## src/sv/dpaf_pkg.sv

```systemverilog
`default_nettype none

package dpaf_pkg;

    localparam int NUM_STUDIOS = 8;
    localparam int NUM_CH      = 9;
    localparam int DEPTH       = NUM_STUDIOS * NUM_CH;
    localparam int ADDR_W      = $clog2(DEPTH);
    localparam int CH_W        = $clog2(NUM_CH + 1);
    localparam int STUDIO_W    = 3;
    localparam int MODE_W      = 2;
    localparam int CTRL_W      = 16;
    localparam int SUM_W       = 24;
    localparam int DELTA_W     = 16;
    localparam int FADE_W      = 6;
    localparam int IN_W        = 168;
    localparam int OUT_W       = 40;

    localparam logic [MODE_W-1:0] MODE_ADD   = 2'd0;
    localparam logic [MODE_W-1:0] MODE_FADE  = 2'd1;
    localparam logic [MODE_W-1:0] MODE_CLEAR = 2'd2;

    localparam logic [CTRL_W-1:0] CTRL_MAIN_SUR = 16'h0004;
    localparam logic [CTRL_W-1:0] CTRL_AUXA     = 16'h0001;
    localparam logic [CTRL_W-1:0] CTRL_AUXA_SUR = 16'h0014;
    localparam logic [CTRL_W-1:0] CTRL_AUXB     = 16'h0012;
    localparam logic [CTRL_W-1:0] CTRL_AUXB_SUR = 16'h0004;

    typedef logic signed [SUM_W-1:0]   sum_t;
    typedef logic signed [DELTA_W-1:0] delta_t;
    typedef logic signed [FADE_W-1:0]  fade_t;

    localparam sum_t SUM_MAX  = 24'sh7fffff;
    localparam sum_t SUM_MIN  = -24'sh7fffff;
    localparam sum_t FADE_SAT = 24'sd3200;
    localparam logic [4:0] FADE_LIMIT = 5'd20;
    localparam logic [7:0] RECIP_5    = 8'd205;

    function automatic logic [ADDR_W-1:0] entry_addr(input logic [STUDIO_W-1:0] studio,
                                                   input logic [CH_W-1:0] ch);
        logic [ADDR_W+STUDIO_W+CH_W-1:0] a;
        a = (ADDR_W+STUDIO_W+CH_W)'(studio) * (ADDR_W+STUDIO_W+CH_W)'(NUM_CH)
            + (ADDR_W+STUDIO_W+CH_W)'(ch);
        return a[ADDR_W-1:0];
    endfunction

endpackage

`default_nettype wire

```

## src/sv/depop_accumulator_fade_unit.sv

```systemverilog
// Output: fade results leave one per cycle, stalling while m_tready is low.
// Items: 9 channel read-modify-writes per accepted item through the sum RAM's
//   one read and one write port; no new item is taken until the last channel
//   is written. Unused mode or studio out of range: accepted and dropped.
// Reset: rst_n clears control and the per-entry valid bits; all sums read as zero.
`default_nettype none

module depop_accumulator_fade_unit (
    input  wire logic                      clk,
    input  wire logic                      rst_n,
    input  wire logic                      s_tvalid,
    output logic                           s_tready,
    // mode[1:0], studio[4:2], mixer_ctrl[20:5], nine 16-bit deltas [164:21], zero pad
    input  wire logic [dpaf_pkg::IN_W-1:0] s_tdata,
    output logic                           m_tvalid,
    input  wire logic                      m_tready,
    // channel[3:0], start_value[27:4], fade_delta[33:28], zero pad
    output logic [dpaf_pkg::OUT_W-1:0]     m_tdata,
    output logic                           m_tlast
);

    import dpaf_pkg::*;

    logic                busy_reg, busy_next;
    logic [MODE_W-1:0]   mode_reg;
    logic [STUDIO_W-1:0] studio_reg;
    logic [CTRL_W-1:0]   ctrl_reg;
    delta_t              deltas_reg [NUM_CH];
    logic [CH_W-1:0]     issue_ch_reg, issue_ch_next;
    logic                p_vld_reg, p_vld_next;
    logic [CH_W-1:0]     p_ch_reg;
    logic                rd_ok_reg;
    logic [DEPTH-1:0]    valid_reg, valid_next;
    logic                m_tvalid_reg, m_tvalid_next;
    logic [OUT_W-1:0]    m_tdata_reg;
    logic                m_tlast_reg;

    logic                accept, start, in_range;
    logic                out_free, p_go, adv, issue;
    logic [ADDR_W-1:0]   raddr, waddr;
    logic [SUM_W-1:0]    rdata;
    sum_t                cur_sum, new_sum;
    fade_t               fade_delta;
    logic                apply;
    logic                load_out;

    assign s_tready = !busy_reg;
    assign accept   = s_tvalid && s_tready;
    assign in_range = int'(s_tdata[4:2]) < NUM_STUDIOS;
    assign start    = accept && in_range
                      && (s_tdata[1:0] == MODE_ADD || s_tdata[1:0] == MODE_FADE
                          || s_tdata[1:0] == MODE_CLEAR);

    assign out_free = !m_tvalid_reg || m_tready;
    assign p_go     = p_vld_reg && (mode_reg != MODE_FADE || out_free);
    assign adv      = !p_vld_reg || p_go;
    assign issue    = busy_reg && (issue_ch_reg != CH_W'(NUM_CH)) && adv;
    assign load_out = p_go && (mode_reg == MODE_FADE);

    assign raddr   = entry_addr(studio_reg, issue_ch_reg);
    assign waddr   = entry_addr(studio_reg, p_ch_reg);
    assign cur_sum = rd_ok_reg ? sum_t'(rdata) : '0;

    always_comb
    begin
        unique case (p_ch_reg)
            4'd0, 4'd1: apply = 1'b1;
            4'd2:       apply = |(ctrl_reg & CTRL_MAIN_SUR);
            4'd3, 4'd4: apply = |(ctrl_reg & CTRL_AUXA);
            4'd5:       apply = |(ctrl_reg & CTRL_AUXA) && |(ctrl_reg & CTRL_AUXA_SUR);
            4'd6, 4'd7: apply = |(ctrl_reg & CTRL_AUXB);
            4'd8:       apply = |(ctrl_reg & CTRL_AUXB) && |(ctrl_reg & CTRL_AUXB_SUR);
            default:    apply = 1'b0;
        endcase
    end

    dpaf_ram #(
        .DATA_W (SUM_W),
        .DEPTH  (DEPTH),
        .ADDR_W (ADDR_W)
    ) u_sums (
        .clk   (clk),
        .we    (p_go),
        .waddr (waddr),
        .wdata (new_sum),
        .re    (issue),
        .raddr (raddr),
        .rdata (rdata)
    );

    dpaf_chan_alu u_alu (
        .mode       (mode_reg),
        .apply      (apply),
        .sum        (cur_sum),
        .delta      (deltas_reg[p_ch_reg]),
        .new_sum    (new_sum),
        .fade_delta (fade_delta)
    );

    always_comb
    begin
        busy_next     = busy_reg;
        issue_ch_next = issue_ch_reg;
        p_vld_next    = p_vld_reg;
        valid_next    = valid_reg;
        m_tvalid_next = m_tvalid_reg;

        if (start)
        begin
            busy_next     = 1'b1;
            issue_ch_next = '0;
        end
        else if (issue)
        begin
            issue_ch_next = issue_ch_reg + 1'b1;
        end

        if (issue)
        begin
            p_vld_next = 1'b1;
        end
        else if (p_go)
        begin
            p_vld_next = 1'b0;
        end

        if (p_go)
        begin
            valid_next[waddr] = 1'b1;
            if (p_ch_reg == CH_W'(NUM_CH - 1))
            begin
                busy_next = 1'b0;
            end
        end

        if (load_out)
        begin
            m_tvalid_next = 1'b1;
        end
        else if (m_tready)
        begin
            m_tvalid_next = 1'b0;
        end
    end

    always_ff @(posedge clk or negedge rst_n)
    begin
        if (!rst_n)
        begin
            busy_reg     <= 1'b0;
            issue_ch_reg <= '0;
            p_vld_reg    <= 1'b0;
            valid_reg    <= '0;
            m_tvalid_reg <= 1'b0;
        end
        else
        begin
            busy_reg     <= busy_next;
            issue_ch_reg <= issue_ch_next;
            p_vld_reg    <= p_vld_next;
            valid_reg    <= valid_next;
            m_tvalid_reg <= m_tvalid_next;
        end
    end

    always_ff @(posedge clk)
    begin
        if (accept)
        begin
            mode_reg   <= s_tdata[1:0];
            studio_reg <= s_tdata[4:2];
            ctrl_reg   <= s_tdata[20:5];
            for (int i = 0; i < NUM_CH; i++)
            begin
                deltas_reg[i] <= s_tdata[21 + i*DELTA_W +: DELTA_W];
            end
        end
        if (issue)
        begin
            p_ch_reg  <= issue_ch_reg;
            rd_ok_reg <= valid_reg[raddr];
        end
        if (load_out)
        begin
            m_tdata_reg <= {6'd0, fade_delta, cur_sum, p_ch_reg};
            m_tlast_reg <= p_ch_reg == CH_W'(NUM_CH - 1);
        end
    end

    assign m_tvalid = m_tvalid_reg;
    assign m_tdata  = m_tdata_reg;
    assign m_tlast  = m_tlast_reg;

endmodule

`default_nettype wire

```

## src/sv/dpaf_ram.sv

```systemverilog
`default_nettype none

module dpaf_ram #(
    parameter int DATA_W = 24,
    parameter int DEPTH  = 72,
    parameter int ADDR_W = 7
) (
    input  wire logic              clk,
    input  wire logic              we,
    input  wire logic [ADDR_W-1:0] waddr,
    input  wire logic [DATA_W-1:0] wdata,
    input  wire logic              re,
    input  wire logic [ADDR_W-1:0] raddr,
    output logic      [DATA_W-1:0] rdata
);

    logic [DATA_W-1:0] mem [DEPTH];

    always_ff @(posedge clk)
    begin
        if (we)
        begin
            mem[waddr] <= wdata;
        end
    end

    always_ff @(posedge clk)
    begin
        if (re)
        begin
            rdata <= mem[raddr];
        end
    end

endmodule

`default_nettype wire

```

## src/sv/dpaf_chan_alu.sv

```systemverilog
`default_nettype none

module dpaf_chan_alu (
    input  wire logic [dpaf_pkg::MODE_W-1:0] mode,
    input  wire logic                        apply,
    input  wire dpaf_pkg::sum_t              sum,
    input  wire dpaf_pkg::delta_t            delta,
    output dpaf_pkg::sum_t                   new_sum,
    output dpaf_pkg::fade_t                  fade_delta
);

    import dpaf_pkg::*;

    logic signed [SUM_W:0] add_wide;
    logic signed [SUM_W:0] fade_wide;
    logic signed [SUM_W:0] fade_ext;
    sum_t                  sat_sum;
    sum_t                  abs_s;
    logic                  big;
    logic [6:0]            coarse;
    logic [14:0]           prod;
    logic [4:0]            mag;

    // saturating add of one voice delta
    always_comb
    begin
        add_wide = (SUM_W+1)'(sum) + (SUM_W+1)'(delta);
        if (add_wide > (SUM_W+1)'(SUM_MAX))
        begin
            sat_sum = SUM_MAX;
        end
        else if (add_wide < (SUM_W+1)'(SUM_MIN))
        begin
            sat_sum = SUM_MIN;
        end
        else
        begin
            sat_sum = add_wide[SUM_W-1:0];
        end
    end

    // |s|/160 = floor(floor(|s|/32)/5), /5 by reciprocal 205/1024
    always_comb
    begin
        abs_s  = sum[SUM_W-1] ? -sum : sum;
        big    = abs_s >= FADE_SAT;
        coarse = abs_s[11:5];
        prod   = 15'(coarse) * 15'(RECIP_5);
        mag    = big ? FADE_LIMIT : prod[14:10];
        fade_delta = sum[SUM_W-1] ? fade_t'({1'b0, mag}) : -fade_t'({1'b0, mag});
    end

    always_comb
    begin
        fade_ext  = (SUM_W+1)'(fade_delta);
        fade_wide = (SUM_W+1)'(sum) + (fade_ext <<< 7) + (fade_ext <<< 5);
    end

    always_comb
    begin
        unique case (mode)
            MODE_ADD:   new_sum = apply ? sat_sum : sum;
            MODE_FADE:  new_sum = fade_wide[SUM_W-1:0];
            MODE_CLEAR: new_sum = '0;
            default:    new_sum = sum;
        endcase
    end

endmodule

`default_nettype wire

```

## config.mk

```make
export PLATFORM = sky130hd
export DESIGN_NAME = depop_accumulator_fade_unit
export DESIGN_NICKNAME = d
export VERILOG_FILES = /design/src/sv/dpaf_pkg.sv /design/src/sv/depop_accumulator_fade_unit.sv /design/src/sv/dpaf_ram.sv /design/src/sv/dpaf_chan_alu.sv
export SDC_FILE = /design/constraint.sdc
export NUM_CORES = 2
export LEC_CHECK = 0
export ABC_AREA = 1
export BUFFER_PORTS_ARGS = -buffer_cell sky130_fd_sc_hd__buf_2
export CAP_MARGIN = 20
export CORE_ASPECT_RATIO = 1.25
export CORE_UTILIZATION = 26
export CTS_CLUSTER_DIAMETER = 60
export DETAILED_ROUTE_END_ITERATION = 7
export PLACE_DENSITY = 0.49
export SLEW_MARGIN = 0
export SYNTH_ARGS = -nofsm -noshare
export SYNTH_HDL_FRONTEND = slang
export SYNTH_SLANG_ARGS = --single-unit
```

## constraint.sdc

```tcl
create_clock -name clk -period 15.8 [get_ports clk]
set_input_delay 1.58 -clock clk [delete_from_list [all_inputs] [get_ports clk]]
set_output_delay 1.58 -clock clk [all_outputs]
set_load 0.01 [all_outputs]
```

* Yosys cells after proc, flatten, opt, wreduce, memory -nomap -nowiden
Memory sizes are Yosys's and may differ from the RTL's. A register that Yosys moved wholly into a read port is not among the register bits.
Index checks and enable logic that the tools add are counted.
** Storage, ports and cells
- Memory bits (writable) :: 1872
- Word-level logic and storage cells :: 100
- Flip-flop bits (word level) :: 129
- Memories :: 2
** Operators by class
- $mul :: 2
- Add/subtract/negate cells :: 8
- Bitwise logic cells :: 1
- Equality and inequality tests :: 14
- Order comparisons :: 6
- Muxes and demuxes :: 27
- Reduce and logical (&&, ||, !) cells :: 28
** Memory list
- u_sums.mem :: depth 72, bits a word 24, rd ports 1, clocked after Yosys merged registers in 1, wr ports 1, line dpaf_ram.sv:17 : logic [DATA_W-1:0] mem [DEPTH];
- deltas_reg :: depth 9, bits a word 16, rd ports 1, clocked after Yosys merged registers in 1, wr ports 9, line depop_accumulator_fade_unit.sv:28 : delta_t deltas_reg [NUM_CH];
** Operators with widths (count)
- $mux W24 :: 5
- $or A72 B72 Y72 :: 1
- $pmux W24 S3 :: 1
- $add A24 B16 Y25 :: 1
- $gt A25 B24 Y1 const B :: 1
- $lt A25 B24 Y1 const B :: 1
- $add A24 B11 Y24 :: 1
- $add A24 B13 Y24 :: 1
- $ge A24 B13 Y1 const B :: 1
- $neg A24 Y24 :: 1
- $eq A4 B3 Y1 const B :: 4
- $lt A7 B8 Y1 const B :: 2
- $mul A7 B8 Y15 const B :: 1
- $add A7 B4 Y7 :: 2
- $mux W1 :: 13
- $mux W4 :: 3
- $reduce_or A2 Y1 :: 5
- $logic_and A1 B1 Y1 :: 9
- $eq A4 B2 Y1 const B :: 2
- $bmux W1 S7 :: 1
- $demux W1 S7 :: 1
- $ge A7 B1 Y1 const B :: 1
- $mul A3 B4 Y7 const B :: 1
- $mux W6 :: 1
- 15 further kinds :: 26

* Depth between registers and ports, before layout
- Depth after elaboration :: 10
- Depth in mapped cells :: 49
- Gate-level depth less buffers :: 47

* By module
From an unflattened synthesis, not the netlist that was laid out.
** Unflattened totals
- Cell total of the unflattened synthesis :: 7872
- Area total of the unflattened synthesis :: 87823.0 µm²
** Modules (own cells, without submodules)
- dpaf_ram :: area each 70447.6 µm², cells each 5817, times used 1
- depop_accumulator_fade_unit :: area each 11962.7 µm², cells each 1108, times used 1
- dpaf_chan_alu :: area each 5412.7 µm², cells each 947, times used 1

* Least setup slack after synthesis
OpenSTA, ideal clock, no wires.
- Path type :: input to register
- Start point :: in s_tvalid
- End point :: reg issue_ch_reg[0]
- Slack :: 6.838 ns
- Arrival :: 8.829 ns
- Stages on the path :: 5
- Library setup time :: 0.132 ns
- Path buffers :: 0
- Path through :: inv_1 nor2_1 nand2_1 inv_1 nor3_1
** Between the ends
- Cells in the longest elaborated chain, start to end :: 3
- Elaborated cells between the ends (all ways) :: 4
- Those cells by class :: mux (1); reduce/logical (3)
** RTL lines
- start: declaration :: line depop_accumulator_fade_unit.sv:11 : input wire logic s_tvalid,
- $logic_and A1 B1 Y1 (*) :: line depop_accumulator_fade_unit.sv:48 : assign accept = s_tvalid && s_tready;
- via accept :: line depop_accumulator_fade_unit.sv:38 : logic accept, start, in_range;
- $logic_and A1 B1 Y1 (*) :: line depop_accumulator_fade_unit.sv:51 : && (s_tdata[1:0] == MODE_ADD || s_tdata[1:0] == MODE_FADE
- $mux W4 or $reduce_bool A2 Y1 (tied branches)
- end signal: assignment :: line depop_accumulator_fade_unit.sv:159 : issue_ch_reg <= issue_ch_next;
- end: declaration :: line depop_accumulator_fade_unit.sv:29 : logic [CH_W-1:0] issue_ch_reg, issue_ch_next;
Mark *: on every way through the listed nets, which the timed path passes. The rest lies on a longest branch.
A chain may end at the register's enable or synchronous reset.

* Worst setup path in the final report
- Start point :: reg rd_ok_reg
- End point :: mem u_sums.mem[26][21], data pin
** Between the ends
- Cells in the longest elaborated chain, start to end :: 10
- Elaborated cells between the ends (all ways) :: 17
- Those cells by class :: add/sub (5); mul (1); order compare (3); mux (8)
** RTL lines
- start: declaration :: line depop_accumulator_fade_unit.sv:32 : logic rd_ok_reg;
- start signal: assignment :: line depop_accumulator_fade_unit.sv:181 : rd_ok_reg <= valid_reg[raddr];
- $mux W24 (*) :: line depop_accumulator_fade_unit.sv:62 : assign cur_sum = rd_ok_reg ? sum_t'(rdata) : '0;
- $neg A24 Y24 :: line dpaf_chan_alu.sv:45 : abs_s = sum[SUM_W-1] ? -sum : sum;
- $mux W24 :: line dpaf_chan_alu.sv:45
- $mul A7 B8 Y15 or $ge A24 B13 Y1 (tied branches) :: line dpaf_chan_alu.sv:48, dpaf_chan_alu.sv:46
- $mux W5 :: line dpaf_chan_alu.sv:49 : mag = big ? FADE_LIMIT : prod[14:10];
- $neg A5 Y6 :: line dpaf_chan_alu.sv:50 : fade_delta = sum[SUM_W-1] ? fade_t'({1'b0, mag}) : -fade_t'({1'b0, mag});
- $mux W6 (*) :: line dpaf_chan_alu.sv:50
- via fade_delta[0] :: line depop_accumulator_fade_unit.sv:43 : fade_t fade_delta;
- $add A24 B13 Y24 :: line dpaf_chan_alu.sv:56 : fade_wide = (SUM_W+1)'(sum) + (fade_ext <<< 7) + (fade_ext <<< 5);
- $add A24 B11 Y24 (*) :: line dpaf_chan_alu.sv:56
- $pmux W24 S3 (*) :: line dpaf_chan_alu.sv:61 : unique case (mode)
- via new_sum[21] :: line depop_accumulator_fade_unit.sv:42 : sum_t cur_sum, new_sum;
- end: declaration :: line dpaf_ram.sv:17
Marks and branches as above.

==> impl_metrics.csv <==
group,metric,value,unit
finish,fillers,32800,
floorplan,initial_core_util,26.1,%
yosys,synth_most_common_cell,"edfxtp_1",
yosys,yosys_warnings,0,
yosys,synth_area,85000,sq um
clocking,root_buffer,"clkbuf_16",
drt,first_pass_iters,6,
finish,multi_input_area,22200,sq um
finish,final_net_count,7484,
clocking,cts_hold_buf,0,
timing,slew_headroom,17.7,%
global_route,use_met3,2.15,%
floorplan,core,325000,sq um
floorplan,die_area,329000,sq um
timing,setup_viol,0,
drt,drtIter0Drc,5279,
clocking,clkLatencyLatePin,0.88,ns
clocking,cts_max_level,4,
finish,area_growth,14.9,%
clocking,ctsLongestPathBuffers,4,
drt,drt-vias-per-instance,4.93,
floorplan,die_x,513,um
clocking,cts_setup_buffers,0,
drt,routed_wl,271,mm
yosys,synth_seq_area_share,71.2,%
place,routabilityCongestion,0.885,
global_route,grt_max_degree,177,
setup_path,cp-end-kind,"flop",
clocking,cts_tree,"built",
global_route,grt_use_total,16.0,%
timing,rsz0062_at_grt,"false",
drt,drt-wirelength-per-cell,23.3,um
yosys,synth-edff-count,1945,
setup_path,critPathArrivalTime,10.59,ns
global_route,grt_util_met1,20.0,%
setup_path,path_buf_inv,8,
yosys,avgSynthCellArea,12.0,sq um
place,numPortBuffers,193,
drt,dr_total_vias,57200,
clocking,clock_sinks,2028,
setup_path,cpMostUsedCell,"nand2_1",
setup_path,slowest_stage,"nand3_4",
yosys,yosys.area.top_type_share,68.7,%
outcome,run_status,"finished, final reports clean",
global_route,grt_pass1_vias,54900,
run,drv_cap,0,
floorplan,ios,215,
global_route,busiest_layer,"met2",
place,hpwl,157,mm
timing,skew,0.0850,ns
timing,period_needed,10.33,ns
setup_path,slowest_delay,0.63,ns
timing,fin_setup_tns,0,ns
drt,drtAntennaViolNets,0,
finish,regArea,60500,sq um
timing,tightest_slew,1.23,ns
setup_path,cp.required,16.06,ns
yosys,postSynthCellCount,7099,
clocking,clkTransAtPathRegs,0.07,ns
clocking,cts-buffers-inserted,201,
yosys,async_reset_ff_share,3.90,%
floorplan,row_count,234,
floorplan,die_y,641,um
timing,fin_crit_sh,65.4,%
yosys,ys_top_cells_by_area,"edfxtp_1 69%, o21ai_0 6.2%, nor2_1 4.6%",
yosys,synth_cell_types,53,
yosys,synth-seq-cells,2028,
global_route,grt-ovfl-total,0,
yosys,synth_area_leader_cell,"edfxtp_1",
global_route,grt_first_pass_wirelength,389,mm
setup_path,setup.worst_path.class,"reg -> reg",
setup_path,worstPathMaxFanout,72,
finish,drive_gt1_share,10.9,%
yosys,ys.flop_type,"edfxtp_1",
min_path,hp-class,"reg -> reg",
timing,hold_viol,0,
finish,largest_register_ffs,1728,
yosys,synthTopCellsByCount,"1945 x edfxtp_1, 1060 x o21ai_0, 1038 x nor2_1, 896 x nand2_1, 429 x o22ai_1",
setup_path,cp-start-kind,"flop",
global_route,grt_use_met2,27.4,%
timing,maxSlewViolCount,0,
timing,fmax,96.8,MHz
setup_path,cpLargestDelayFamily,"simple AND/OR/NAND/NOR gates",
clocking,cts-resized-gates,0,
drt,drc,0,
global_route,antenna_found_initial,19,
==> metal layers <==
layer	wire (um)	up-vias	share of wire (%)
met1	111000	29000	41
li1	-	26000	-
met5	89	-	0.033
met4	11800	16	4.3
met3	16000	440	5.9
met2	132000	1833	49
==> final cells by class <==
type / instances / share of cell area, %
clock inverter: 115 / 0.967
timing repair buffer: 340 / 2.36
clock buffer: 246 / 5.43
inverter: 263 / 1.04
multi-input combinational: 4367 / 22.8
antenna: 4 / 0.0103
tap: 4248 / 5.45
sequential: 2028 / 62.0
==> metrics by stage <==
| stage | utilization, % | std cells | setup WS, ns | hold WS, ns | cell area (sq um) |
|---|---|---|---|---|---|
| CTS | 30.0 | 11600 | 5.54 | 0.461 | 97500 |
| finish | 30.0 | 11600 | 5.47 | 0.459 | 97600 |
| detailed placement | 28.1 | 11200 | 5.58 | 0.446 | 91200 |
| global route | 30.0 | 11600 | 4.73 | 0.474 | 97600 |
| floorplan | - | 7104 | 6.84 | 0.424 | 85000 |
| global placement | 28.1 | 11200 | 5.61 | 0.439 | 91200 |
==> worst paths after layout <==
check | slack (ns) | depth (start not counted) | to | from
worst max register to register | 5.47 | 45 | u_sums.mem[26][21] | rd_ok_reg
max in group asynchronous | 14.27 | 3 | valid_reg[10] | rst_n
min in group asynchronous | 0.58 | 1 | issue_ch_reg[0] | rst_n
worst max-delay path | 5.47 | 45 | u_sums.mem[26][21] | rd_ok_reg
worst min-delay path | 0.46 | 2 | valid_reg[6] | valid_reg[6]
worst min register to register | 0.46 | 2 | valid_reg[6] | valid_reg[6]
==> worst register-to-register path: cells and delay by family, from the launching register on <==
family / cells / cell delay [ns]
simple gates: 23 / 3.94
fa+ha+maj: 7 / 2.64
buf+inv: 8 / 1.46
compound gates: 6 / 0.93
flops: 1 / 0.32
xor+xnor: 1 / 0.29
==> cell usage in the layout (no fill, tap or decap), drive strengths merged, types with 51 or more instances in the layout <==
cell type / instances
nand3: 328
buf: 340
clkbuf: 246
a21oi: 166
nor2: 1049
o22ai: 429
ha: 94
nand2: 919
inv: 264
o21ai: 1072
edfxtp: 1945
clkinv: 93
a31oi: 51
dfrtp: 79
==> cell families (layout without fill, tap and decap cells) <==
group,Yosys count,count (layout),synth area share (%)
AOI/OAI and AO/OA,1805,1805,11.7
xor gates and xnor gates,28,28,0.289
adders and majority gates,111,111,1.78
buffers and inverters,709,964,3.24
DFF,2028,2028,71.2
muxes,32,32,0.377
other,1,10,0.00441
and+or+nand+nor,2385,2385,11.5
Power is not shown: default switching activity piles up to over one toggle a cycle in this logic, so the estimate is an artifact.
